File: src/rtl/overlap_add_accumulator_defines.svh
// Assertion macros for the overlap-add accumulator.
// Included by the RTL files that carry concurrent checks; no other dependencies.
`ifndef OVERLAP_ADD_ACCUMULATOR_DEFINES_SVH
`define OVERLAP_ADD_ACCUMULATOR_DEFINES_SVH
`ifndef ASSERT_OFF
`define OAA_ASSERT(lbl, clk, rst_n, prop, msg) \
    lbl: assert property (@(posedge clk) disable iff (!rst_n) prop) else $error(msg);
`define OAA_ASSERT_ALWAYS(lbl, clk, prop, msg) \
    lbl: assert property (@(posedge clk) prop) else $error(msg);
`else
`define OAA_ASSERT(lbl, clk, rst_n, prop, msg)
`define OAA_ASSERT_ALWAYS(lbl, clk, prop, msg)
`endif
`endif

File: src/rtl/oaa_pkg.sv
// Shared types and constants for the overlap-add accumulator.
// No dependencies; imported by every module of the block.
package oaa_pkg;

    localparam int CFG_W     = 11;
    localparam int CFG_IDX_W = 1;

    localparam logic [CFG_IDX_W-1:0] REG_FRAME_SIZE = CFG_IDX_W'(0);
    localparam logic [CFG_IDX_W-1:0] REG_HOP_SIZE   = CFG_IDX_W'(1);

    localparam logic [CFG_W-1:0] FRAME_SIZE_RST = CFG_W'(1024);
    localparam logic [CFG_W-1:0] HOP_SIZE_RST   = CFG_W'(256);

    typedef struct packed {
        logic emit;
        logic last;
    } oaa_tag_t;

endpackage

File: src/rtl/oaa_hop_if.sv
// Output hop channel: valid/ready handshake carrying one finished sample word.
// No dependencies.
interface oaa_hop_if #(
    parameter int SAMPLE_BITS = 24
) ();
    logic                          valid;
    logic                          ready;
    logic signed [SAMPLE_BITS-1:0] out_sample;
    logic                          hop_last;

    modport source (output valid, output out_sample, output hop_last, input ready);
    modport sink   (input valid, input out_sample, input hop_last, output ready);
endinterface

File: src/rtl/oaa_accum.sv
// Accumulate stage: saturating add onto the ring slot, slot write-back and the
// output word register; uses oaa_pkg, oaa_hop_if and the assertion macro header.
module oaa_accum #(
    parameter int ADDR_W      = 10,
    parameter int SAMPLE_BITS = 24
) (
    input  logic                          clk,
    input  logic                          rst_n,
    input  logic                          accept,
    input  logic signed [SAMPLE_BITS-1:0] sample,
    input  logic                          sample_bad,
    input  logic [ADDR_W-1:0]             addr,
    input  oaa_pkg::oaa_tag_t             tag,
    input  logic signed [SAMPLE_BITS-1:0] acc_data,
    output logic                          stage_free,
    output logic                          wr_en,
    output logic [ADDR_W-1:0]             wr_addr,
    output logic signed [SAMPLE_BITS-1:0] wr_data,
    oaa_hop_if.source                     hops
);
    `include "overlap_add_accumulator_defines.svh"
    import oaa_pkg::*;

    localparam logic signed [SAMPLE_BITS-1:0] SAT_MAX = {1'b0, {(SAMPLE_BITS-1){1'b1}}};
    localparam logic signed [SAMPLE_BITS-1:0] SAT_MIN = {1'b1, {(SAMPLE_BITS-1){1'b0}}};

    logic                          s1_valid_reg, s1_valid_next;
    logic [ADDR_W-1:0]             s1_addr_reg;
    logic signed [SAMPLE_BITS-1:0] s1_x_reg;
    oaa_tag_t                      s1_tag_reg;

    logic                          out_valid_reg, out_valid_next;
    logic signed [SAMPLE_BITS-1:0] out_sample_reg;
    logic                          out_last_reg;

    logic                          out_free;
    logic                          s1_fire;
    logic signed [SAMPLE_BITS:0]   sum_wide;
    logic signed [SAMPLE_BITS-1:0] sum_sat;

    always_comb
    begin
        sum_wide = {acc_data[SAMPLE_BITS-1], acc_data} + {s1_x_reg[SAMPLE_BITS-1], s1_x_reg};
        if (sum_wide[SAMPLE_BITS] != sum_wide[SAMPLE_BITS-1])
            sum_sat = sum_wide[SAMPLE_BITS] ? SAT_MIN : SAT_MAX;
        else
            sum_sat = sum_wide[SAMPLE_BITS-1:0];

        out_free   = !out_valid_reg || hops.ready;
        s1_fire    = s1_valid_reg && (!s1_tag_reg.emit || out_free);
        stage_free = !s1_valid_reg || s1_fire;

        s1_valid_next = accept || (s1_valid_reg && !s1_fire);

        out_valid_next = out_valid_reg;
        if (s1_fire && s1_tag_reg.emit)
            out_valid_next = 1'b1;
        else if (hops.ready)
            out_valid_next = 1'b0;

        wr_en   = s1_fire;
        wr_addr = s1_addr_reg;
        wr_data = s1_tag_reg.emit ? '0 : sum_sat;
    end

    always_comb
    begin
        hops.valid      = out_valid_reg;
        hops.out_sample = out_sample_reg;
        hops.hop_last   = out_last_reg;
    end

    always_ff @(posedge clk)
    begin
        if (accept)
        begin
            s1_addr_reg <= addr;
            s1_x_reg    <= sample_bad ? '0 : sample;
            s1_tag_reg  <= tag;
        end
        if (s1_fire && s1_tag_reg.emit)
        begin
            out_sample_reg <= sum_sat;
            out_last_reg   <= s1_tag_reg.last;
        end
    end

    always_ff @(posedge clk or negedge rst_n)
    begin
        if (!rst_n)
        begin
            s1_valid_reg  <= 1'b0;
            out_valid_reg <= 1'b0;
        end
        else
        begin
            s1_valid_reg  <= s1_valid_next;
            out_valid_reg <= out_valid_next;
        end
    end

    `OAA_ASSERT(a_s1_hold, clk, rst_n, s1_valid_reg && !s1_fire |=> s1_valid_reg && $stable(s1_addr_reg), "stalled word lost")
    `OAA_ASSERT(a_out_from_emit, clk, rst_n, $rose(out_valid_reg) |-> $past(s1_fire && s1_tag_reg.emit), "output word without emit")
    `OAA_ASSERT(a_last_is_emit, clk, rst_n, s1_valid_reg |-> s1_tag_reg.emit || !s1_tag_reg.last, "hop end on non-emitted word")

endmodule

File: src/flat_wrapper.sv
// flat-port wrapper written by rule: the top's interface ports become plain ports
module oaa_accum_flat import oaa_pkg::*;
#(
    parameter int ADDR_W      = 10,
    parameter int SAMPLE_BITS = 24
)
  (clk, rst_n, accept, sample, sample_bad, addr, tag, acc_data, stage_free, wr_en, wr_addr, wr_data, hops_valid, hops_out_sample, hops_hop_last, hops_ready);
  oaa_hop_if #(.SAMPLE_BITS(SAMPLE_BITS)) hops_i ();
  input  logic clk;
  input  logic rst_n;
  input  logic accept;
  input  logic signed [SAMPLE_BITS-1:0] sample;
  input  logic sample_bad;
  input  logic [ADDR_W-1:0] addr;
  input  oaa_pkg::oaa_tag_t tag;
  input  logic signed [SAMPLE_BITS-1:0] acc_data;
  output logic stage_free;
  output logic wr_en;
  output logic [ADDR_W-1:0] wr_addr;
  output logic signed [SAMPLE_BITS-1:0] wr_data;
  output wire logic [$bits(hops_i.valid)-1:0] hops_valid;
  output wire logic [$bits(hops_i.out_sample)-1:0] hops_out_sample;
  output wire logic [$bits(hops_i.hop_last)-1:0] hops_hop_last;
  input wire logic [$bits(hops_i.ready)-1:0] hops_ready;
  assign hops_valid = hops_i.valid;
  assign hops_out_sample = hops_i.out_sample;
  assign hops_hop_last = hops_i.hop_last;
  assign hops_i.ready = hops_ready;
  oaa_accum #(.ADDR_W(ADDR_W), .SAMPLE_BITS(SAMPLE_BITS)) u_core (.clk(clk), .rst_n(rst_n), .accept(accept), .sample(sample), .sample_bad(sample_bad), .addr(addr), .tag(tag), .acc_data(acc_data), .stage_free(stage_free), .wr_en(wr_en), .wr_addr(wr_addr), .wr_data(wr_data), .hops(hops_i));
endmodule
File: config.mk
export PLATFORM = sky130hd
export DESIGN_NAME = oaa_accum_flat
export DESIGN_NICKNAME = d
export VERILOG_FILES = /design/src/rtl/oaa_pkg.sv /design/src/rtl/oaa_hop_if.sv /design/src/rtl/oaa_accum.sv /design/src/flat_wrapper.sv
export VERILOG_INCLUDE_DIRS = /design/src /design/src/rtl
export SDC_FILE = /design/constraint.sdc
export NUM_CORES = 1
export LEC_CHECK = 0
export BUFFER_PORTS_ARGS = -buffer_cell sky130_fd_sc_hd__buf_4
export CAP_MARGIN = 15
export CORE_ASPECT_RATIO = 1.4
export CORE_UTILIZATION = 50
export CTS_BUF_LIST = sky130_fd_sc_hd__clkbuf_8 sky130_fd_sc_hd__clkbuf_16
export CTS_CLUSTER_SIZE = 10
export DETAILED_ROUTE_END_ITERATION = 10
export PLACE_DENSITY = 0.79
export SLEW_MARGIN = 15
export SYNTH_ARGS = -nofsm -noshare
export SYNTH_HDL_FRONTEND = slang
export SYNTH_SLANG_ARGS = --single-unit
File: constraint.sdc
create_clock -name clk -period 10.2 [get_ports clk]
set_input_delay 2.04 -clock clk [delete_from_list [all_inputs] [get_ports clk]]
set_output_delay 2.04 -clock clk [all_outputs]
set_load 0.03 [all_outputs]
==> summary.txt, run 1 <==
STA
  – Fin crit period: 6.85 ns
  – Max Fclk: 146 MHz
  – Clk_skew: 0.00908 ns
  – Worst Tran Pin Value: 0.865 ns
  – Fin crit share: 67.2%
  – Final Hold Viols: 0
  – Final setup fails: 0
  – Post-route setup TNS: 0 ns
  – Worst hold slack: 0.427 ns
  – Worst rel slew slack: 42.3%
  – Pins Over Slew Limit: 0
  – RSZ-0062 raised after global routing: no

Pwr
  – Leak Pwr: 2.13 nW
  – Max IR drop VDD: 0.107 mV
  – PwrDens: 181 nW/µm²

Critical path
  – Critical R2R Capture: u_core.hops.out_sample[1]
  – Crit-path cells: buf_4, ha_1, inv_1, fa_1, nand2b_1, a21oi_2, o21ai_2, o31ai_4, a211oi_4, or2_4, a21oi_2, nor2b_1, buf_4
  – CP Data Required Time: 8.16 ns
  – Critical path's slowest cell: o31ai_4
  – Worst path max stage delay: 0.45 ns
  – Worst setup path class: in2out
  – WP data arrival: 4.81 ns
  – RR Startpoint: u_core.s1_x_reg[0]
  – Startpoint types: input pin
  – Register-to-Register Setup Slack: 7.33 ns
  – Crit path max fanout: 22
  – Reg2Reg Depth: 10
  – CP Capture Type: output port

Min path
  – Hold path start: u_core.s1_tag_reg[0]
  – HP Class: reg2reg
  – Hold depth: 0
  – Worst Hold Path EP: u_core.hops.hop_last

Cells and area
  – Share of cells above drive strength 1: 36.4%
  – Filler cells: 610
  – Ant diodes: 0
  – Commonest cells after routing, fill and taps aside: buf_4 (126), edfxtp_1 (61), nor2b_1 (48)
  – Commonest non-fill, non-tap cell in the layout: buf_4
  – Area Overhead vs Synth: 30.5%
  – Post-route cell area: 5020 µm²
  – Final nets: 555

Floorplan
  – # IOs: 127
  – Starting density of the core: 52.0%
  – Die span in y: 106 µm
  – Area of the die: 8060 µm²
  – Die width: 76.2 µm
  – Num rows: 37
  – Core region area: 7410 µm²

Global route
  – Gr ovfl total: 0
  – GRT Total Usage: 22.3%
  – First-pass GRT wire length: 13800 µm
  – Initial antenna violation count: 0
  – Vias in the first global route: 2942
  – Largest net degree at the start of global routing: 38

Synth
  – Most used flip-flop cell after synthesis: edfxtp_1
  – Area leader, netlist: edfxtp_1
  – Register area share after synthesis: 48.9%
  – Syn Nets: 430
  – Mapped Area: 3850 µm²
  – Number of enable flip-flop cells after synthesis: 61
  – Synth top area share: 47.6%
  – Gate count after technology mapping: 340
  – Syn Area/Cell: 11.3 µm²
  – Distinct cell type count after synthesis: 51
  – Synth warnings: 0
  – Synthesized flop and latch total: 63
  – Asr flop ratio synth: 3.17%
  – Largest cells by area after synthesis: edfxtp_1 (48%), ha_1 (7.8%), nor2b_1 (7.8%)

Detailed routing
  – DR vias: 2984
  – Drt drc: 0
  – Drt total wl: 8570 µm
  – Pre-antenna DRT Iters: 4
  – Vias per cell: 5.26
  – WL per Instance: 15.1 µm
  – Routed Antenna Nets: 0
  – Starting DRT DRC Count: 128

CTS
  – CTS buffer count: 9
  – Root Driver: clkbuf_8
  – # clock sinks: 63
  – H-tree levels: 3
  – Clock Tree Buf Depth: 2
  – Hold Buf Count CTS: 0
  – Worst skew pair latency: 0.34 ns
  – CTS tree: yes
  – CTS clk-pin slew, worst paths: 0.07 ns
  – Post-CTS sizing: 0
  – Post-CTS Setup Bufs: 0

Place
  – Post-DP HPWL: 6760 µm
  – Placer Congestion: 0.824
  – Post-DP Area: 4830 µm²
  – Buffers on Ports: 126

Outcome
  – Status: complete, no violations

Job
  – Max cap viols: 0
critical path: cells and delay by family:
| family | cells | cell delay [ns] |
|---|---|---|
| simple gates | 3 | 0.77 |
| fa+ha+maj | 2 | 0.53 |
| buf+inv | 3 | 0.32 |
| compound gates | 5 | 1.13 |
cells by family after synthesis:
logic type,count (synthesis),share of synthesized area [%]
and+or+nand+nor,113,16.1
AOI/OAI and AO/OA,96,19.0
DFF,63,48.9
buffers and inverters,25,3.57
adders and majority gates,25,8.32
xor gates and xnor gates,18,4.09
power by group:
part	internal [mW]	switching (mW)	total, mW
sequential	0.322	0.00975	0.331
clock	0.111	0.0977	0.209
combinational	0.147	0.221	0.368
synthesized netlist by cell type (all sizes together), types with 2 or more instances:
cell / count
a221oi: 2
a211oi: 7
o211ai: 3
nor3: 3
and3: 8
a21boi: 3
a31oi: 4
nor2b: 48
nand2: 18
nand3: 7
and2: 4
buf: 6
o21ai: 24
ha: 24
dfrtp: 2
nand2b: 5
edfxtp: 61
xor2: 6
o31ai: 3
a21o: 8
nor2: 15
o21a: 4
or4: 2
xnor2: 12
clkbuf: 6
inv: 13
a21oi: 29
per-layer routing:
metal	track usage (%)	part of all wire, %	up-vias
li1	-	-	1496
met1	25.5	41	1387
met2	40.8	53	88
met3	4.76	4.5	13
met4	7.97	1.5	0
met5	0	0	-
area by class of cell:
class                           count  area, µm²  area share [%]
Sequential cell                    63       1880            37.5
Multi-Input combinational cell    252       1840            36.6
Tap cell                           97        121            2.42
Clock inverter                      7       65.1            1.29
Timing Repair Buffer              126        946            18.8
Inverter                           13       48.8           0.971
Clock buffer                        9        124            2.47
how the worst max path moves through the flow:
stage | start | to | slack [ns] | cells past startpoint
2_1_floorplan | acc_data[0] | wr_data[10] | 3.54 | 12
3_3_place_gp | acc_data[0] | wr_data[1] | 3.37 | 13
3_5_place_dp | acc_data[0] | wr_data[1] | 3.33 | 13
4_1_cts | acc_data[0] | wr_data[1] | 3.33 | 13
5_1_grt | acc_data[0] | wr_data[2] | 3.16 | 13
6_report | acc_data[0] | wr_data[7] | 3.35 | 13
stage by stage:
stage                     instances  utilization [%]  setup slack, ns  total power, mW
after global routing            567             67.8             3.16            0.949
after detailed placement        551             65.2             3.33            0.705
after global placement          551             65.2             3.37            0.697
after CTS                       567             67.8             3.33            0.913
after floorplan                 340                -             3.54            0.597
final                           567             67.8             3.35            0.908
Power figures use the tool's default switching activity.
==> inputs of run 2 (changes only) <==
==> constraint.sdc (replaced) <==
create_clock -name clk -period 6.7 [get_ports clk]
set_input_delay 1.34 -clock clk [delete_from_list [all_inputs] [get_ports clk]]
set_output_delay 1.34 -clock clk [all_outputs]
set_load 0.03 [all_outputs]
==> summary.txt, run 2 (synthesis results as in run 1) <==
Detailed routing
  – Vias per cell: 5.28 (was 5.26)
  – Pre-antenna DRT Iters: 4 (unchanged)
  – Routed Antenna Nets: 0 (unchanged)
  – WL per Instance: 15.0 µm (was 15.1 µm)
  – DR vias: 2995 (was 2984)
  – Drt total wl: 8480 µm (was 8570 µm)
  – Drt drc: 0 (unchanged)
  – Starting DRT DRC Count: 121 (was 128)

Global route
  – Met3 usage in global routing: 4.68% (was 4.76%)
  – Vias in the first global route: 2968 (was 2942)
  – Gr ovfl total: 0 (unchanged)
  – First-pass GRT wire length: 13700 µm (was 13800 µm)
  – Initial antenna violation count: 0 (unchanged)
  – Busiest grt layer: met2 (unchanged)
  – GRT Total Usage: 22.1% (was 22.3%)
  – Largest net degree at the start of global routing: 38 (unchanged)
  – Met1 usage: 25.8% (was 25.5%)
  – Met2 usage: 39.1% (was 40.8%)

Floorplan
  – # IOs: 127 (unchanged)
  – Die width: 76.2 µm (unchanged)
  – Starting density of the core: 52.0% (unchanged)
  – Num rows: 37 (unchanged)
  – Die span in y: 106 µm (unchanged)
  – Core region area: 7410 µm² (unchanged)
  – Area of the die: 8060 µm² (unchanged)

Place
  – Placer Congestion: 0.825 (was 0.824)
  – Buffers on Ports: 126 (unchanged)
  – Post-DP HPWL: 6710 µm (was 6760 µm)

CTS
  – Root Driver: clkbuf_8 (unchanged)
  – Post-CTS Setup Bufs: 0 (unchanged)
  – CTS clk-pin slew, worst paths: 0.07 ns (about the same)
  – H-tree levels: 3 (unchanged)
  – Clock Tree Buf Depth: 2 (unchanged)
  – Worst skew pair latency: 0.34 ns (about the same)
  – Post-CTS sizing: 0 (unchanged)
  – CTS buffer count: 9 (unchanged)
  – Hold Buf Count CTS: 0 (unchanged)
  – CTS tree: yes (unchanged)
  – # clock sinks: 63 (unchanged)

STA
  – Final setup fails: 0 (unchanged)
  – Fin crit period: 5.46 ns
  – Max Fclk: 183 MHz
  – Final Hold Viols: 0 (unchanged)
  – Pins Over Slew Limit: 0 (unchanged)
  – Worst Tran Pin Value: 0.837 ns (was 0.865 ns)
  – Clk_skew: 0.0108 ns (was 0.00908 ns)
  – Post-route setup TNS: 0 ns (unchanged)
  – Fin crit share: 81.5%
  – Worst rel slew slack: 44.2% (was 42.3%)
  – RSZ-0062 raised after global routing: no (unchanged)

Cells and area
  – Share of cells above drive strength 1: 36.4% (unchanged)
  – Ant diodes: 0 (unchanged)
  – Commonest cells after routing, fill and taps aside: buf_4 (126), edfxtp_1 (61), nor2b_1 (48) (unchanged)
  – Commonest non-fill, non-tap cell in the layout: buf_4 (unchanged)
  – Area Overhead vs Synth: 30.5% (unchanged)
  – Final nets: 555 (unchanged)

Critical path
  – Startpoint types: input pin (unchanged)
  – Worst setup path class: in2out (unchanged)
  – Register-to-Register Setup Slack: 3.82 ns (was 7.33 ns)
  – Crit path from: acc_data[0] (unchanged)
  – Crit path max fanout: 22 (unchanged)
  – RR Startpoint: u_core.s1_x_reg[0] (unchanged)
  – CP Capture Type: output port (unchanged)
  – Reg2Reg Depth: 10 (unchanged)
  – WP data arrival: 4.12 ns (was 4.81 ns)
  – Setup crit end: wr_data[1] (was wr_data[7])
  – CP Data Required Time: 5.36 ns (was 8.16 ns)
  – Critical R2R Capture: u_core.hops.out_sample[1] (unchanged)

Outcome
  – Status: complete, no violations (unchanged)

Pwr
  – Leak Pwr: 2.13 nW (unchanged)
  – Overall power: 1.38 mW (was 0.908 mW)
  – Max IR drop VDD: 0.182 mV (was 0.107 mV)
  – PwrDens: 275 nW/µm² (was 181 nW/µm²)

Job
  – Max cap viols: 0 (unchanged)

Min path
  – HP Class: reg2reg (unchanged)
[run 2: how the worst min path moves through the flow]
stage                                     from                    to  slack (ns)  depth (start not counted)
final                     u_core.s1_tag_reg[0]  u_core.hops.hop_last        0.43                          0
after global routing      u_core.s1_tag_reg[0]  u_core.hops.hop_last        0.44                          0
after CTS                 u_core.s1_tag_reg[0]  u_core.hops.hop_last        0.43                          0
after detailed placement  u_core.s1_tag_reg[0]  u_core.hops.hop_last        0.41                          0
after global placement    u_core.s1_tag_reg[0]  u_core.hops.hop_last        0.41                          0
after floorplan           u_core.s1_tag_reg[0]  u_core.hops.hop_last        0.40                          0
[run 2: cell type report]
| cell class | instances | area (µm²) |
|---|---|---|
| fill | 615 | 2380 |
| sequential | 63 | 1880 |
| multi-input combinational | 252 | 1840 |
| timing repair buffer | 126 | 946 |
| clock buffer | 9 | 124 |
| tap | 97 | 121 |
| clock inverter | 7 | 65.1 |
| inverter | 13 | 48.8 |
[run 2: report_power, final]
group | switching (mW) | leakage (nW) | internal (mW)
clock network | 0.147 | 0.100 | 0.169
logic | 0.335 | 1.42 | 0.224
registers | 0.0148 | 0.603 | 0.490
total | 0.497 | 2.13 | 0.883
[run 2: metal layers]
layer	up-vias	share of wire (%)
met1	1382	42
met2	97	51
met3	20	4.2
li1	1496	-
met4	0	2.7
met5	-	0
[run 2: per-stage QoR]
step	hold slack (ns)	utilization (%)	setup WS [ns]	cell area, µm²	instances
after detailed placement	0.413	65.2	1.23	4830	551
final	0.428	67.8	1.24	5020	567
after CTS	0.430	67.8	1.22	5020	567
after global routing	0.442	67.8	1.03	5020	567
after global placement	0.409	65.2	1.27	4830	551
after floorplan	0.400	-	1.44	3850	340
[run 2: critical path, stage by stage]
cell and delay [ns]:
buf_4 0.08, ha_1 0.16, inv_1 0.06, fa_1 0.38
nand2b_1 0.19, a21oi_2 0.25, o21ai_2 0.13, o31ai_4 0.45
a211oi_4 0.14, or2_4 0.41, a21oi_1 0.21, nor2b_1 0.14
buf_4 0.18
