### src/rtl/overlap_add_accumulator_defines.svh
// Assertion macros for the overlap-add accumulator.
// Included by the RTL files that carry concurrent checks; no other dependencies.
`ifndef OVERLAP_ADD_ACCUMULATOR_DEFINES_SVH
`define OVERLAP_ADD_ACCUMULATOR_DEFINES_SVH
`ifndef ASSERT_OFF
`define OAA_ASSERT(lbl, clk, rst_n, prop, msg) \
    lbl: assert property (@(posedge clk) disable iff (!rst_n) prop) else $error(msg);
`define OAA_ASSERT_ALWAYS(lbl, clk, prop, msg) \
    lbl: assert property (@(posedge clk) prop) else $error(msg);
`else
`define OAA_ASSERT(lbl, clk, rst_n, prop, msg)
`define OAA_ASSERT_ALWAYS(lbl, clk, prop, msg)
`endif
`endif

### src/rtl/oaa_pkg.sv
// Shared types and constants for the overlap-add accumulator.
// No dependencies; imported by every module of the block.
package oaa_pkg;

    localparam int CFG_W     = 11;
    localparam int CFG_IDX_W = 1;

    localparam logic [CFG_IDX_W-1:0] REG_FRAME_SIZE = CFG_IDX_W'(0);
    localparam logic [CFG_IDX_W-1:0] REG_HOP_SIZE   = CFG_IDX_W'(1);

    localparam logic [CFG_W-1:0] FRAME_SIZE_RST = CFG_W'(1024);
    localparam logic [CFG_W-1:0] HOP_SIZE_RST   = CFG_W'(256);

    typedef struct packed {
        logic emit;
        logic last;
    } oaa_tag_t;

endpackage

### src/rtl/oaa_ctrl.sv
// Configuration registers, frame position counter and ring base pointer.
// Produces the ring address and emit tags for each accepted word; uses oaa_pkg.
module oaa_ctrl #(
    parameter int MAX_FRAME = 1024,
    parameter int ADDR_W    = 10,
    parameter int CNT_W     = 11
) (
    input  logic                           clk,
    input  logic                           rst_n,
    input  logic                           cfg_we,
    input  logic [oaa_pkg::CFG_IDX_W-1:0]  cfg_idx,
    input  logic [oaa_pkg::CFG_W-1:0]      cfg_data,
    input  logic                           accept,
    output logic [ADDR_W-1:0]              rd_addr,
    output oaa_pkg::oaa_tag_t              tag
);
    import oaa_pkg::*;

    localparam int FS_RST_EFF = (1024 > MAX_FRAME) ? MAX_FRAME : 1024;
    localparam int HS_RST_EFF = (256 > FS_RST_EFF) ? FS_RST_EFF : 256;

    logic [CFG_W-1:0]  frame_size_reg, frame_size_next;
    logic [CFG_W-1:0]  hop_size_reg, hop_size_next;
    logic [CNT_W-1:0]  fs_eff_reg, fs_eff_next;
    logic [CNT_W-1:0]  hs_eff_reg, hs_eff_next;
    logic [CNT_W-1:0]  frame_pos_reg, frame_pos_next;
    logic [ADDR_W-1:0] ring_base_reg, ring_base_next;

    logic [CNT_W-1:0]  pos;
    logic [CNT_W-1:0]  pos_inc;
    logic              wrap;
    logic [ADDR_W:0]   idx_sum;
    logic [ADDR_W:0]   base_sum;

    always_comb
    begin
        frame_size_next = frame_size_reg;
        hop_size_next   = hop_size_reg;
        if (cfg_we)
        begin
            unique case (cfg_idx)
                REG_FRAME_SIZE: frame_size_next = cfg_data;
                REG_HOP_SIZE:   hop_size_next   = cfg_data;
            endcase
        end
    end

    always_comb
    begin
        if (frame_size_next == '0)
            fs_eff_next = CNT_W'(1);
        else if (32'(frame_size_next) > 32'(MAX_FRAME))
            fs_eff_next = CNT_W'(MAX_FRAME);
        else
            fs_eff_next = CNT_W'(frame_size_next);

        if (hop_size_next == '0)
            hs_eff_next = CNT_W'(1);
        else if (32'(hop_size_next) > 32'(fs_eff_next))
            hs_eff_next = fs_eff_next;
        else
            hs_eff_next = CNT_W'(hop_size_next);
    end

    always_comb
    begin
        pos     = (frame_pos_reg >= fs_eff_reg) ? '0 : frame_pos_reg;
        pos_inc = pos + CNT_W'(1);
        wrap    = (pos_inc >= fs_eff_reg);

        idx_sum = {1'b0, ring_base_reg} + {1'b0, pos[ADDR_W-1:0]};
        if (idx_sum >= (ADDR_W+1)'(MAX_FRAME))
            rd_addr = ADDR_W'(idx_sum - (ADDR_W+1)'(MAX_FRAME));
        else
            rd_addr = idx_sum[ADDR_W-1:0];

        tag.emit = (pos < hs_eff_reg);
        tag.last = (pos_inc == hs_eff_reg);

        base_sum = {1'b0, ring_base_reg} + (ADDR_W+1)'(hs_eff_reg);

        frame_pos_next = frame_pos_reg;
        ring_base_next = ring_base_reg;
        if (accept)
        begin
            if (wrap)
            begin
                frame_pos_next = '0;
                if (base_sum >= (ADDR_W+1)'(MAX_FRAME))
                    ring_base_next = ADDR_W'(base_sum - (ADDR_W+1)'(MAX_FRAME));
                else
                    ring_base_next = base_sum[ADDR_W-1:0];
            end
            else
            begin
                frame_pos_next = pos_inc;
            end
        end
    end

    always_ff @(posedge clk or negedge rst_n)
    begin
        if (!rst_n)
        begin
            frame_size_reg <= FRAME_SIZE_RST;
            hop_size_reg   <= HOP_SIZE_RST;
            fs_eff_reg     <= CNT_W'(FS_RST_EFF);
            hs_eff_reg     <= CNT_W'(HS_RST_EFF);
            frame_pos_reg  <= '0;
            ring_base_reg  <= '0;
        end
        else
        begin
            frame_size_reg <= frame_size_next;
            hop_size_reg   <= hop_size_next;
            fs_eff_reg     <= fs_eff_next;
            hs_eff_reg     <= hs_eff_next;
            frame_pos_reg  <= frame_pos_next;
            ring_base_reg  <= ring_base_next;
        end
    end

endmodule

### config.mk
export PLATFORM = sky130hd
export DESIGN_NAME = oaa_ctrl
export DESIGN_NICKNAME = d
export VERILOG_FILES = /design/src/rtl/overlap_add_accumulator_defines.svh /design/src/rtl/oaa_pkg.sv /design/src/rtl/oaa_ctrl.sv
export SDC_FILE = /design/constraint.sdc
export NUM_CORES = 1
export LEC_CHECK = 0
export BUFFER_PORTS_ARGS = -buffer_cell sky130_fd_sc_hd__buf_4
export CAP_MARGIN = 20
export CORE_AREA = 2 2 97 136
export CTS_BUF_LIST = sky130_fd_sc_hd__clkbuf_8 sky130_fd_sc_hd__clkbuf_16
export DETAILED_ROUTE_END_ITERATION = 6
export DIE_AREA = 0 0 99 138
export HOLD_SLACK_MARGIN = 0.15
export PLACE_DENSITY = 0.6
export SYNTH_ARGS = -nofsm -noshare
export SYNTH_HDL_FRONTEND = slang
export SYNTH_SLANG_ARGS = --single-unit
### constraint.sdc
create_clock -name clk -period 6.97 [get_ports clk]
set_input_delay 1.7425 -clock clk [delete_from_list [all_inputs] [get_ports clk]]
set_output_delay 1.7425 -clock clk [all_outputs]
set_load 0.1 [all_outputs]
==> impl_metrics.tcl, run 1 <==
set metrics [dict create \
    path_cells "inv_1 > ha_1 > a2111oi_4 > o21ai_2 > o21a_1 > nor2_1 > ha_1 > and3_4 > xnor2_1 > xnor2_1 > or3_1 > a21oi_1 > o2111ai_1 > nor4_4 > buf_4" \
    area_delta_synth_final_pct 13.48 \
    r2r_slack_ps 1610 \
    io_buffers 27 \
    fp.dieArea_mm2 0.01366 \
    cp_num_cells 15 \
    leakagePower_nw 2.704 \
    clock-sinks 64 \
    status "finished clean" \
    met3_length_um 333 \
    yosysTopAreaCellShare 0.3131 \
    r2r_end "ring_base_reg[0]$_DFFE_PN0P_" \
    wl_met1_um 4874 \
    io_pins 28 \
    numCtsBuffers 9 \
    grt_max_degree 65 \
    hp-class "reg -> reg" \
    critPathLaunchType "register" \
    place_congestion 0.9129 \
    via_per_inst 5.364 \
    clk_pin_slew_ps 60 \
    hold_viol 0 \
    final-max-slew-violation-count 0 \
    power_density_mw_per_mm2 490.0 \
    final_common_cell "ha_1" \
    cp-endpoint "tag[0]" \
    drtAntennaViolNets 0 \
    slowest_delay_ps 530 \
    place_inst 704 \
    worstMarginPinSlew_ps 867.1 \
    yosysUniqueCellTypes 58 \
    drive_above_1_share 0.1305 \
    reg2regPathDepth 18 \
    ys_seq_area_frac 0.3293 \
    worstPathRequired_ps 5230 \
    worstSetupStartpoint "frame_size_reg[10]$_DFF_PN1_" \
    synth-async-reset-ratio 1.000 \
    antenna_cells 0 \
    grt_pass1_wl_um 19440 \
    cpMaxStageDelayCell "dfstp_2" \
    firstDrtPassIters 4 \
    fin_nets 643 \
    finalCriticalPeriod_ps 6132 \
    rr_startpoint "frame_size_reg[10]$_DFF_PN1_" \
    synth.cell_area_mm2 0.004875 \
    crit_type "reg -> out" \
    crit_family "simple AND/OR/NAND/NOR gates" \
    vdd_drop_max_uv 230.8 \
    hpwl_um 9221 \
    cp_num_buf_inv 2 \
    setup_viol 0 \
    die_x_um 99 \
    maxSlewHeadroom 0.4219 \
    end_kind "primary output" \
    first_global_vias 3985 \
    synthCells 537 \
    rows 49 \
    clk-insertion-delay-late_ps 330 \
    grt_usage 0.1779 \
    synth_area_leaders "dfrtp_1, ha_1, xnor2_1" \
    post-cts-setup-buffer-count 0 \
    fmax_mhz 163.1 \
    drt_wl_total_um 11640 \
    clockBufferDepth 2 \
    hold_buffers 0 \
    period_share 0.8797 \
    ys_warn_count 0 \
    utilization 0.4401 \
    rsz0062_at_grt "false" \
    antenna_found_initial 0 \
    highest_layer "met4" \
    cp_max_fo 7 \
    layoutNonFillerInstCount 720 \
    wire_per_inst_um 16.17 \
    drt-initial-drc-count 147 \
    synth-seq-cells 64 \
    syn_area_per_cell_um2 9.078 \
    cts_root_buf "clkbuf_16" \
    synth_largest_area_cell "dfrtp_1" \
    setup_tns_ps 0 \
    gr-total-overflow 0 \
    most-common-layout-cells "ha_1, dfrtp_1, inv_1" \
    synth_fp_nets 618 \
    die_y_um 138 \
    layout_setup_ws_ps 838.3 \
    cts_tree "yes" \
    crit_arrival_ps 4390 \
    synth-main-ff-cell "dfrtp_1" \
    drc 0 \
    vias 3862 \
    initial_utilization 0.3879 \
    post-place-ws_ps 1171 \
    max_cap_viol_count 0 \
    coreArea_mm2 0.01257 \
    wl_met2_um 6076 \
    holdPathStages 1 \
    htree_levels 3 \
    synth_edf_count 0 \
    cts_resized 0 \
    fin_skew_ps 9.601 \
]
==> power by group <==
group / total, W / leakage [nW] / switching [W] / internal (W)
clock: 0.000460 / 0.154 / 0.000167 / 0.000293
combinational: 0.00167 / 1.76 / 0.00111 / 0.000554
sequential: 0.000581 / 0.790 / 0.000112 / 0.000469
==> synth_stat cells, types with 2 or more instances <==
master / number
nand2b_1: 6
o32a_1: 2
o21ai_0: 26
nand4_1: 5
xor2_1: 9
o41ai_1: 3
buf_2: 6
nor2b_1: 4
nand2_1: 39
xnor2_1: 26
buf_4: 2
o2111ai_1: 3
clkbuf_1: 7
dfstp_2: 3
nand3_1: 13
o21a_1: 3
ha_1: 63
and2_1: 6
or3_1: 4
nor3_1: 6
a21oi_1: 28
a211oi_1: 3
o21bai_1: 2
or2_2: 2
fa_1: 2
nor2_1: 51
inv_1: 58
o31ai_1: 11
nor4_2: 2
mux2_2: 13
and3_1: 4
dfrtp_1: 61
mux2i_1: 20
o32ai_1: 2
a31oi_1: 2
a21o_1: 9
o22ai_1: 4
o21ai_1: 2
nor4_1: 6
==> final cells by class <==
| class | count | area (um2) |
|---|---|---|
| clock buffers | 11 | 252.7 |
| clock inverters | 5 | 50.05 |
| fillers | 1202 | 7037 |
| inverters | 60 | 225.2 |
| multi-input cells | 396 | 2974 |
| flip-flops and latches | 64 | 1605 |
| well taps | 153 | 191.4 |
| repair buffers | 31 | 232.7 |
==> how the worst min path moves through the flow <==
stage / from / endpoint / slack, ps
after global routing: ring_base_reg[9]$_DFFE_PN0P_ / ring_base_reg[9]$_DFFE_PN0P_ / 520
final: ring_base_reg[9]$_DFFE_PN0P_ / ring_base_reg[9]$_DFFE_PN0P_ / 500
after floorplan: ring_base_reg[9]$_DFFE_PN0P_ / ring_base_reg[9]$_DFFE_PN0P_ / 460
after detailed placement: ring_base_reg[9]$_DFFE_PN0P_ / ring_base_reg[9]$_DFFE_PN0P_ / 490
after CTS: ring_base_reg[9]$_DFFE_PN0P_ / ring_base_reg[9]$_DFFE_PN0P_ / 500
after global placement: ring_base_reg[9]$_DFFE_PN0P_ / ring_base_reg[9]$_DFFE_PN0P_ / 480
==> through the flow <==
step,total power (W),area (um2),hold slack (ps)
4_1_cts,0.002728,5532,502.8
3_5_place_dp,0.002257,5229,491.6
3_3_place_gp,0.002229,5229,481.1
5_1_grt,0.002900,5532,520.3
2_1_floorplan,0.001909,4891,461.9
6_report,0.002710,5532,499.3
==> per-layer routing <==
layer | global-route usage | vias to the layer above
li1 | - | 1924
met1 | 0.2078 | 1844
met2 | 0.3144 | 71
met3 | 0.03438 | 23
met4 | 0.07426 | 0
met5 | 0 | -
==> cells by family after synthesis <==
logic type                 after synthesis  synth area share
AOI/OAI and AO/OA                      108            0.1468
and+or+nand+nor                        155            0.1561
muxes                                   33           0.07110
xor gates and xnor gates                35           0.06289
DFF                                     64            0.3293
buffers and inverters                   77           0.06391
adders and majority gates               65            0.1699
No activity file was read; power rests on OpenSTA's default activity.
==> run 2, diff against run 1 <==
--- a/config.mk
+++ b/config.mk
@@ -8,9 +8,9 @@
 export BUFFER_PORTS_ARGS = -buffer_cell sky130_fd_sc_hd__buf_4
 export CAP_MARGIN = 20
-export CORE_AREA = 2 2 97 136
+export CORE_AREA = 2 2 94 141
 export CTS_BUF_LIST = sky130_fd_sc_hd__clkbuf_8 sky130_fd_sc_hd__clkbuf_16
 export DETAILED_ROUTE_END_ITERATION = 6
-export DIE_AREA = 0 0 99 138
-export HOLD_SLACK_MARGIN = 0.15
+export DIE_AREA = 0 0 96 143
+export HOLD_SLACK_MARGIN = 0.08
 export PLACE_DENSITY = 0.6
 export SYNTH_ARGS = -nofsm -noshare
==> constraint.sdc (replaced) <==
create_clock -name clk -period 6.97 [get_ports clk]
set_input_delay 0.3485 -clock clk [delete_from_list [all_inputs] [get_ports clk]]
set_output_delay 0.3485 -clock clk [all_outputs]
set_load 0.1 [all_outputs]
==> impl_metrics.tcl, run 2 (same netlist as run 1, synthesis figures left out) <==
set metrics [dict create \
    status "finished clean" \
    rsz0062_at_grt "false" \
    post-cts-setup-buffer-count 0 \
    die_x_um 96 \
    layoutNonFillerInstCount 722 \
    grt_max_degree 65 \
    initial_utilization 0.3916 \
    reg2regPathDepth 19 \
    hpwl_um 9740 \
    numCtsBuffers 9 \
    drt-initial-drc-count 150 \
    clk-insertion-delay-late_ps 340 \
    via_per_inst 5.361 \
    cpMaxStageDelayCell "dfstp_2" \
    fin_nets 642 \
    worstMarginPinSlew_ps 835.7 \
    leakagePower_nw 2.685 \
    place_congestion 0.9225 \
    antenna_found_initial 0 \
    clk_pin_slew_ps 60 \
    final-max-slew-violation-count 0 \
    grt_usage 0.1924 \
    htree_levels 3 \
    drc 0 \
    clockBufferDepth 2 \
    cts_resized 0 \
    post-place-ws_ps 1327 \
    fp.dieArea_mm2 0.01373 \
    period_share 0.8101 \
    gr-total-overflow 0 \
    cts_tree "yes" \
    crit_type "reg -> reg" \
    fmax_mhz 177.1 \
    critPathLaunchType "register" \
    utilization 0.4424 \
    layout_setup_ws_ps 1324 \
    filler_cell_count 1196 \
    cp_max_fo 18 \
    finalCriticalPeriod_ps 5646 \
    end_kind "register" \
    cts_root_buf "clkbuf_16" \
    rows 50 \
    crit_arrival_ps 5870 \
    first_global_vias 4079 \
    crit_family "compound AO/OA/AOI/OAI gates" \
    place_inst 706 \
    antenna_cells 0 \
    io_pins 28 \
    max_cap_viol_count 0 \
    clock-sinks 64 \
    setup_viol 0 \
    slowest_delay_ps 530 \
    r2r_end "ring_base_reg[0]$_DFFE_PN0P_" \
    worstPathRequired_ps 7190 \
    maxSlewHeadroom 0.4429 \
    cpMostUsedCell "ha_1" \
    rr_startpoint "frame_size_reg[10]$_DFF_PN1_" \
    power_density_mw_per_mm2 492.3 \
    path_cells "inv_1 > ha_1 > a2111oi_4 > o21ai_2 > o21ai_1 > nand2_1 > inv_1 > ha_1 > and3_4 > and3_1 > xnor2_1 > nor2_1 > ha_1 > or4_1 > a221oi_1 > o21ai_1 > a21o_1 > nand2_1 > mux2_2" \
    vias 3871 \
    drt_wl_total_um 12120 \
    setup_tns_ps 0 \
    io_buffers 27 \
    most-common-layout-cells "ha_1, dfrtp_1, inv_1" \
    fin_skew_ps 8.965 \
    die_y_um 143 \
    hp-class "in -> async" \
    drive_above_1_share 0.1290 \
    vdd_drop_max_uv 222.7 \
    hold_buffers 0 \
    final_common_cell "ha_1" \
    wire_per_inst_um 16.79 \
    cp_num_buf_inv 2 \
    firstDrtPassIters 4 \
    hold_viol 0 \
    grt_pass1_wl_um 20040 \
    coreArea_mm2 0.01245 \
    area_delta_synth_final_pct 12.99 \
    r2r_slack_ps 1320 \
    drtAntennaViolNets 0 \
]
==> run 2: cell count changes in the layout (fill, tap and decap cells not counted), sizes merged <==
| cell | change |
|---|---|
| inv | -1 |
| clkinv | +2 |
| clkbuf | -1 |
| buf | -1 |
==> run 2: power breakdown <==
| group | internal [W] | switching (W) | total (W) | leakage [nW] |
|---|---|---|---|---|
| sequential | 0.000469 | 0.000112 | 0.000581 | 0.790 |
| combinational | 0.000552 | 0.00112 | 0.00167 | 1.75 |
| clock | 0.000285 | 0.000173 | 0.000457 | 0.150 |
==> run 2: metal layers <==
metal / part of all wire / vias up / global-route usage
met1: 0.39 / 1857 / 0.2138
met4: 0.030 / 0 / 0.08195
met5: 0 / - / 0
li1: - / 1918 / -
met2: 0.55 / 72 / 0.3556
met3: 0.024 / 24 / 0.02639
==> run 2: area by class of cell <==
cell class | count | area [um2] | area share
multi-input combinational | 396 | 2958 | 0.5370
sequential | 64 | 1605 | 0.2915
clock buffer | 10 | 239.0 | 0.04339
timing repair buffer | 30 | 225.2 | 0.04089
inverter | 60 | 225.2 | 0.04089
tap | 156 | 195.2 | 0.03544
clock inverter | 6 | 60.06 | 0.01090
==> run 2: stage by stage <==
step                cell area (um2)  hold WS [ps]  power (W)
global placement               5209         498.6   0.002227
floorplan                      4875         52.91   0.001901
detailed placement             5209         505.5   0.002263
CTS                            5508         146.0   0.002728
global route                   5508         167.4   0.002909
finish                         5508         90.77   0.002712
==> run 2: worst max path at each step <==
| stage | from | to | slack [ps] | depth (start not counted) |
|---|---|---|---|---|
| 6_report | frame_size_reg[10]$_DFF_PN1_ | ring_base_reg[0]$_DFFE_PN0P_ | 1320 | 19 |
| 5_1_grt | frame_size_reg[10]$_DFF_PN1_ | ring_base_reg[0]$_DFFE_PN0P_ | 940 | 19 |
| 4_1_cts | frame_size_reg[10]$_DFF_PN1_ | ring_base_reg[0]$_DFFE_PN0P_ | 1320 | 19 |
| 3_5_place_dp | frame_size_reg[10]$_DFF_PN1_ | ring_base_reg[0]$_DFFE_PN0P_ | 1330 | 19 |
| 3_3_place_gp | frame_size_reg[10]$_DFF_PN1_ | ring_base_reg[0]$_DFFE_PN0P_ | 1560 | 19 |
| 2_1_floorplan | frame_size_reg[10]$_DFF_PN1_ | tag[1] | 340 | 17 |
==> run 2: worst register-to-register path, delay by kind of cell (launching register included) <==
kind / cells / cell delay, ps
AOI/OAI and AO/OA: 6 / 1720
xor gates and xnor gates: 1 / 150
adders and majority gates: 3 / 810
buffers and inverters: 2 / 210
DFF: 1 / 530
muxes: 1 / 400
and+or+nand+nor: 6 / 1730
==> run 3, diff against run 2 <==
Settings changed: ABC_AREA set to 1.
Clock period 6.97 ns to 5.8 ns, I/O delays scaled along.
==> impl_metrics.tcl, run 3 <==
set metrics [dict create \
    clockBufferDepth 2 \
    vdd_drop_max_uv 351.9 \
    vias 4067 \
    rows 50 \
    synth.most_common_cell "nand2_1" \
    fin_skew_ps 6.813 \
    hpwl_um 10670 \
    reg2regPathDepth 24 \
    synth-main-ff-cell "dfrtp_1" \
    wire_per_inst_um 15.83 \
    via_per_inst 5.021 \
    synth_fp_nets 697 \
    firstDrtPassIters 4 \
    clk_pin_slew_ps 60 \
    rsz0062_at_grt "false" \
    coreArea_mm2 0.01245 \
    io_pins 28 \
    drc 0 \
    setup_viol 0 \
    grt_pass1_wl_um 20960 \
    worstPathRequired_ps 5990 \
    rr_startpoint "frame_size_reg[10]$_DFF_PN1_" \
    p_total_w 0.003225 \
    synth-seq-cells 64 \
    cts_root_buf "clkbuf_16" \
    synth_edf_count 0 \
    final_common_cell "nand2_1" \
    place_congestion 1.008 \
    yosysUniqueCellTypes 49 \
    critPathLaunchType "register" \
    post-cts-setup-buffer-count 0 \
    first_global_vias 4243 \
    max_cap_viol_count 0 \
    filler_cell_count 1280 \
    pwr-share-clk 0.160 \
    syn_area_per_cell_um2 7.948 \
    grt_usage 0.2033 \
    htree_levels 3 \
    fin_nets 730 \
    drt-initial-drc-count 186 \
    setup_tns_ps 0 \
    postPlaceCellArea_mm2 0.005253 \
    utilization 0.4462 \
    r2r_end "ring_base_reg[8]$_DFFE_PN0P_" \
    drt_wl_total_um 12820 \
    fmax_mhz 210.5 \
    gr-total-overflow 0 \
    ys_seq_area_frac 0.3279 \
    hold_buffers 1 \
    antenna_cells 0 \
    finalCriticalPeriod_ps 4751 \
    final-max-slew-violation-count 0 \
    crit_arrival_ps 4940 \
    whs_endpoint "frame_size_reg[4]$_DFF_PN0_" \
    io_buffers 27 \
    area_delta_synth_final_pct 13.47 \
    layoutNonFillerInstCount 810 \
    hp-start "cfg_data[4]" \
    period_share 0.8192 \
    synth_area_leaders "dfrtp_1, ha_1, nand2_1" \
    numCtsBuffers 9 \
    die_x_um 96 \
    grt_max_degree 65 \
    clock-sinks 64 \
    cts_resized 0 \
    combPwrFrac 0.624 \
    place_inst 793 \
    antenna_found_initial 0 \
    end_kind "register" \
    synth-async-reset-ratio 1.000 \
    seq_power_share 0.216 \
    crit_type "reg -> reg" \
    holdPathStages 3 \
    synthCells 616 \
    stdcell_area_mm2 0.005555 \
    ys_warn_count 0 \
    p_int_w 0.001473 \
    drive_above_1_share 0.1667 \
    yosysTopAreaCellShare 0.3118 \
    hold_viol 0 \
    most-common-layout-cells "nand2_1, inv_1, ha_1" \
    synth.cell_area_mm2 0.004896 \
    cts_tree "yes" \
    cp_max_fo 18 \
    swShare 0.5433 \
    synth_largest_area_cell "dfrtp_1" \
    maxSlewHeadroom 0.4588 \
    p_sw_w 0.001752 \
    initial_utilization 0.3933 \
    drtAntennaViolNets 0 \
    die_y_um 143 \
    r2r_slack_ps 1050 \
    fp.dieArea_mm2 0.01373 \
    ys_top_cells_by_count "nand2_1, inv_1, ha_1" \
    power_density_mw_per_mm2 580.4 \
    hp-class "in -> reg" \
    clk-insertion-delay-late_ps 330 \
    worstMarginPinSlew_ps 809.8 \
    status "finished clean" \
    leakagePower_nw 2.924 \
]
==> run 3: changes by cell type after synthesis, moves of 9 or more <==
cell	change
nand2_1	+87
inv_1	+36
xnor2_1	-22
nand3_1	+19
mux2i_1	-17
nor2_1	-16
inv_2	+15
o21ai_1	+10
a21o_1	-9
a21oi_1	+9
nor2_2	+9
o31ai_1	-9
==> run 3: cell type report <==
cell class / instances / area [um2] / share of cell area
clock buffer: 11 / 252.7 / 0.04550
clock inverter: 5 / 40.04 / 0.007207
inverter: 111 / 416.7 / 0.07500
multi-input combinational: 434 / 2825 / 0.5086
sequential: 64 / 1605 / 0.2890
tap: 156 / 195.2 / 0.03514
timing repair buffer: 29 / 220.2 / 0.03964
==> run 3: power groups by stage <==
stage          sequential, W  clock, W  combinational (W)
3_5_place_dp        0.000704         0            0.00202
3_3_place_gp        0.000701         0            0.00199
6_report            0.000697  0.000517            0.00201
4_1_cts             0.000697  0.000529            0.00203
5_1_grt             0.000712  0.000546            0.00221
2_1_floorplan       0.000645         0            0.00162
==> run 3: logic make-up after synthesis <==
kind of cell	Yosys count	synth area share
DFF	64	0.3279
adders and majority gates	65	0.1692
xor gates and xnor gates	18	0.03220
buffers and inverters	118	0.09507
AOI/OAI and AO/OA	107	0.1326
and+or+nand+nor	235	0.2223
muxes	9	0.02070
==> run 3: how the worst max path moves through the flow <==
stage | depth (start not counted) | end | startpoint
final | 24 | ring_base_reg[8]$_DFFE_PN0P_ | frame_size_reg[10]$_DFF_PN1_
after global routing | 24 | ring_base_reg[8]$_DFFE_PN0P_ | frame_size_reg[10]$_DFF_PN1_
after CTS | 24 | ring_base_reg[8]$_DFFE_PN0P_ | frame_size_reg[10]$_DFF_PN1_
after detailed placement | 24 | ring_base_reg[8]$_DFFE_PN0P_ | frame_size_reg[10]$_DFF_PN1_
after global placement | 24 | ring_base_reg[8]$_DFFE_PN0P_ | frame_size_reg[10]$_DFF_PN1_
after floorplan | 18 | rd_addr[9] | frame_size_reg[10]$_DFF_PN1_
==> run 3: per-layer routing <==
layer,routed length (um),part of all wire,GRT usage,vias up
met4,515,0.040,0.09098,0
met3,339,0.026,0.03430,26
met5,0,0,0,-
met1,4948,0.39,0.2211,1876
li1,-,-,-,2090
met2,7017,0.55,0.3743,75
==> run 3: worst max-delay path: stages, from the launching register on <==
cell	delay, ps
dfstp_2	520
inv_1	70
ha_1	320
nand2_2	90
inv_2	40
a21oi_2	140
nand2_2	120
nor2_8	280
inv_2	100
nor2_1	310
ha_1	340
nand3_2	140
nor2_2	170
nand3_1	120
nand2_1	130
inv_2	50
ha_1	300
a21oi_1	140
o21ai_0	100
nand2_1	70
o2111ai_1	100
a41oi_1	400
nor2_1	180
inv_2	260
o21ai_0	140
==> run 3: stage by stage <==
step           setup slack (ps)  hold slack [ps]
5_1_grt                   582.2            223.2
6_report                   1049            210.6
4_1_cts                    1042            210.2
2_1_floorplan              1182           -5.591
3_5_place_dp               1101            420.1
3_3_place_gp               1307            425.6
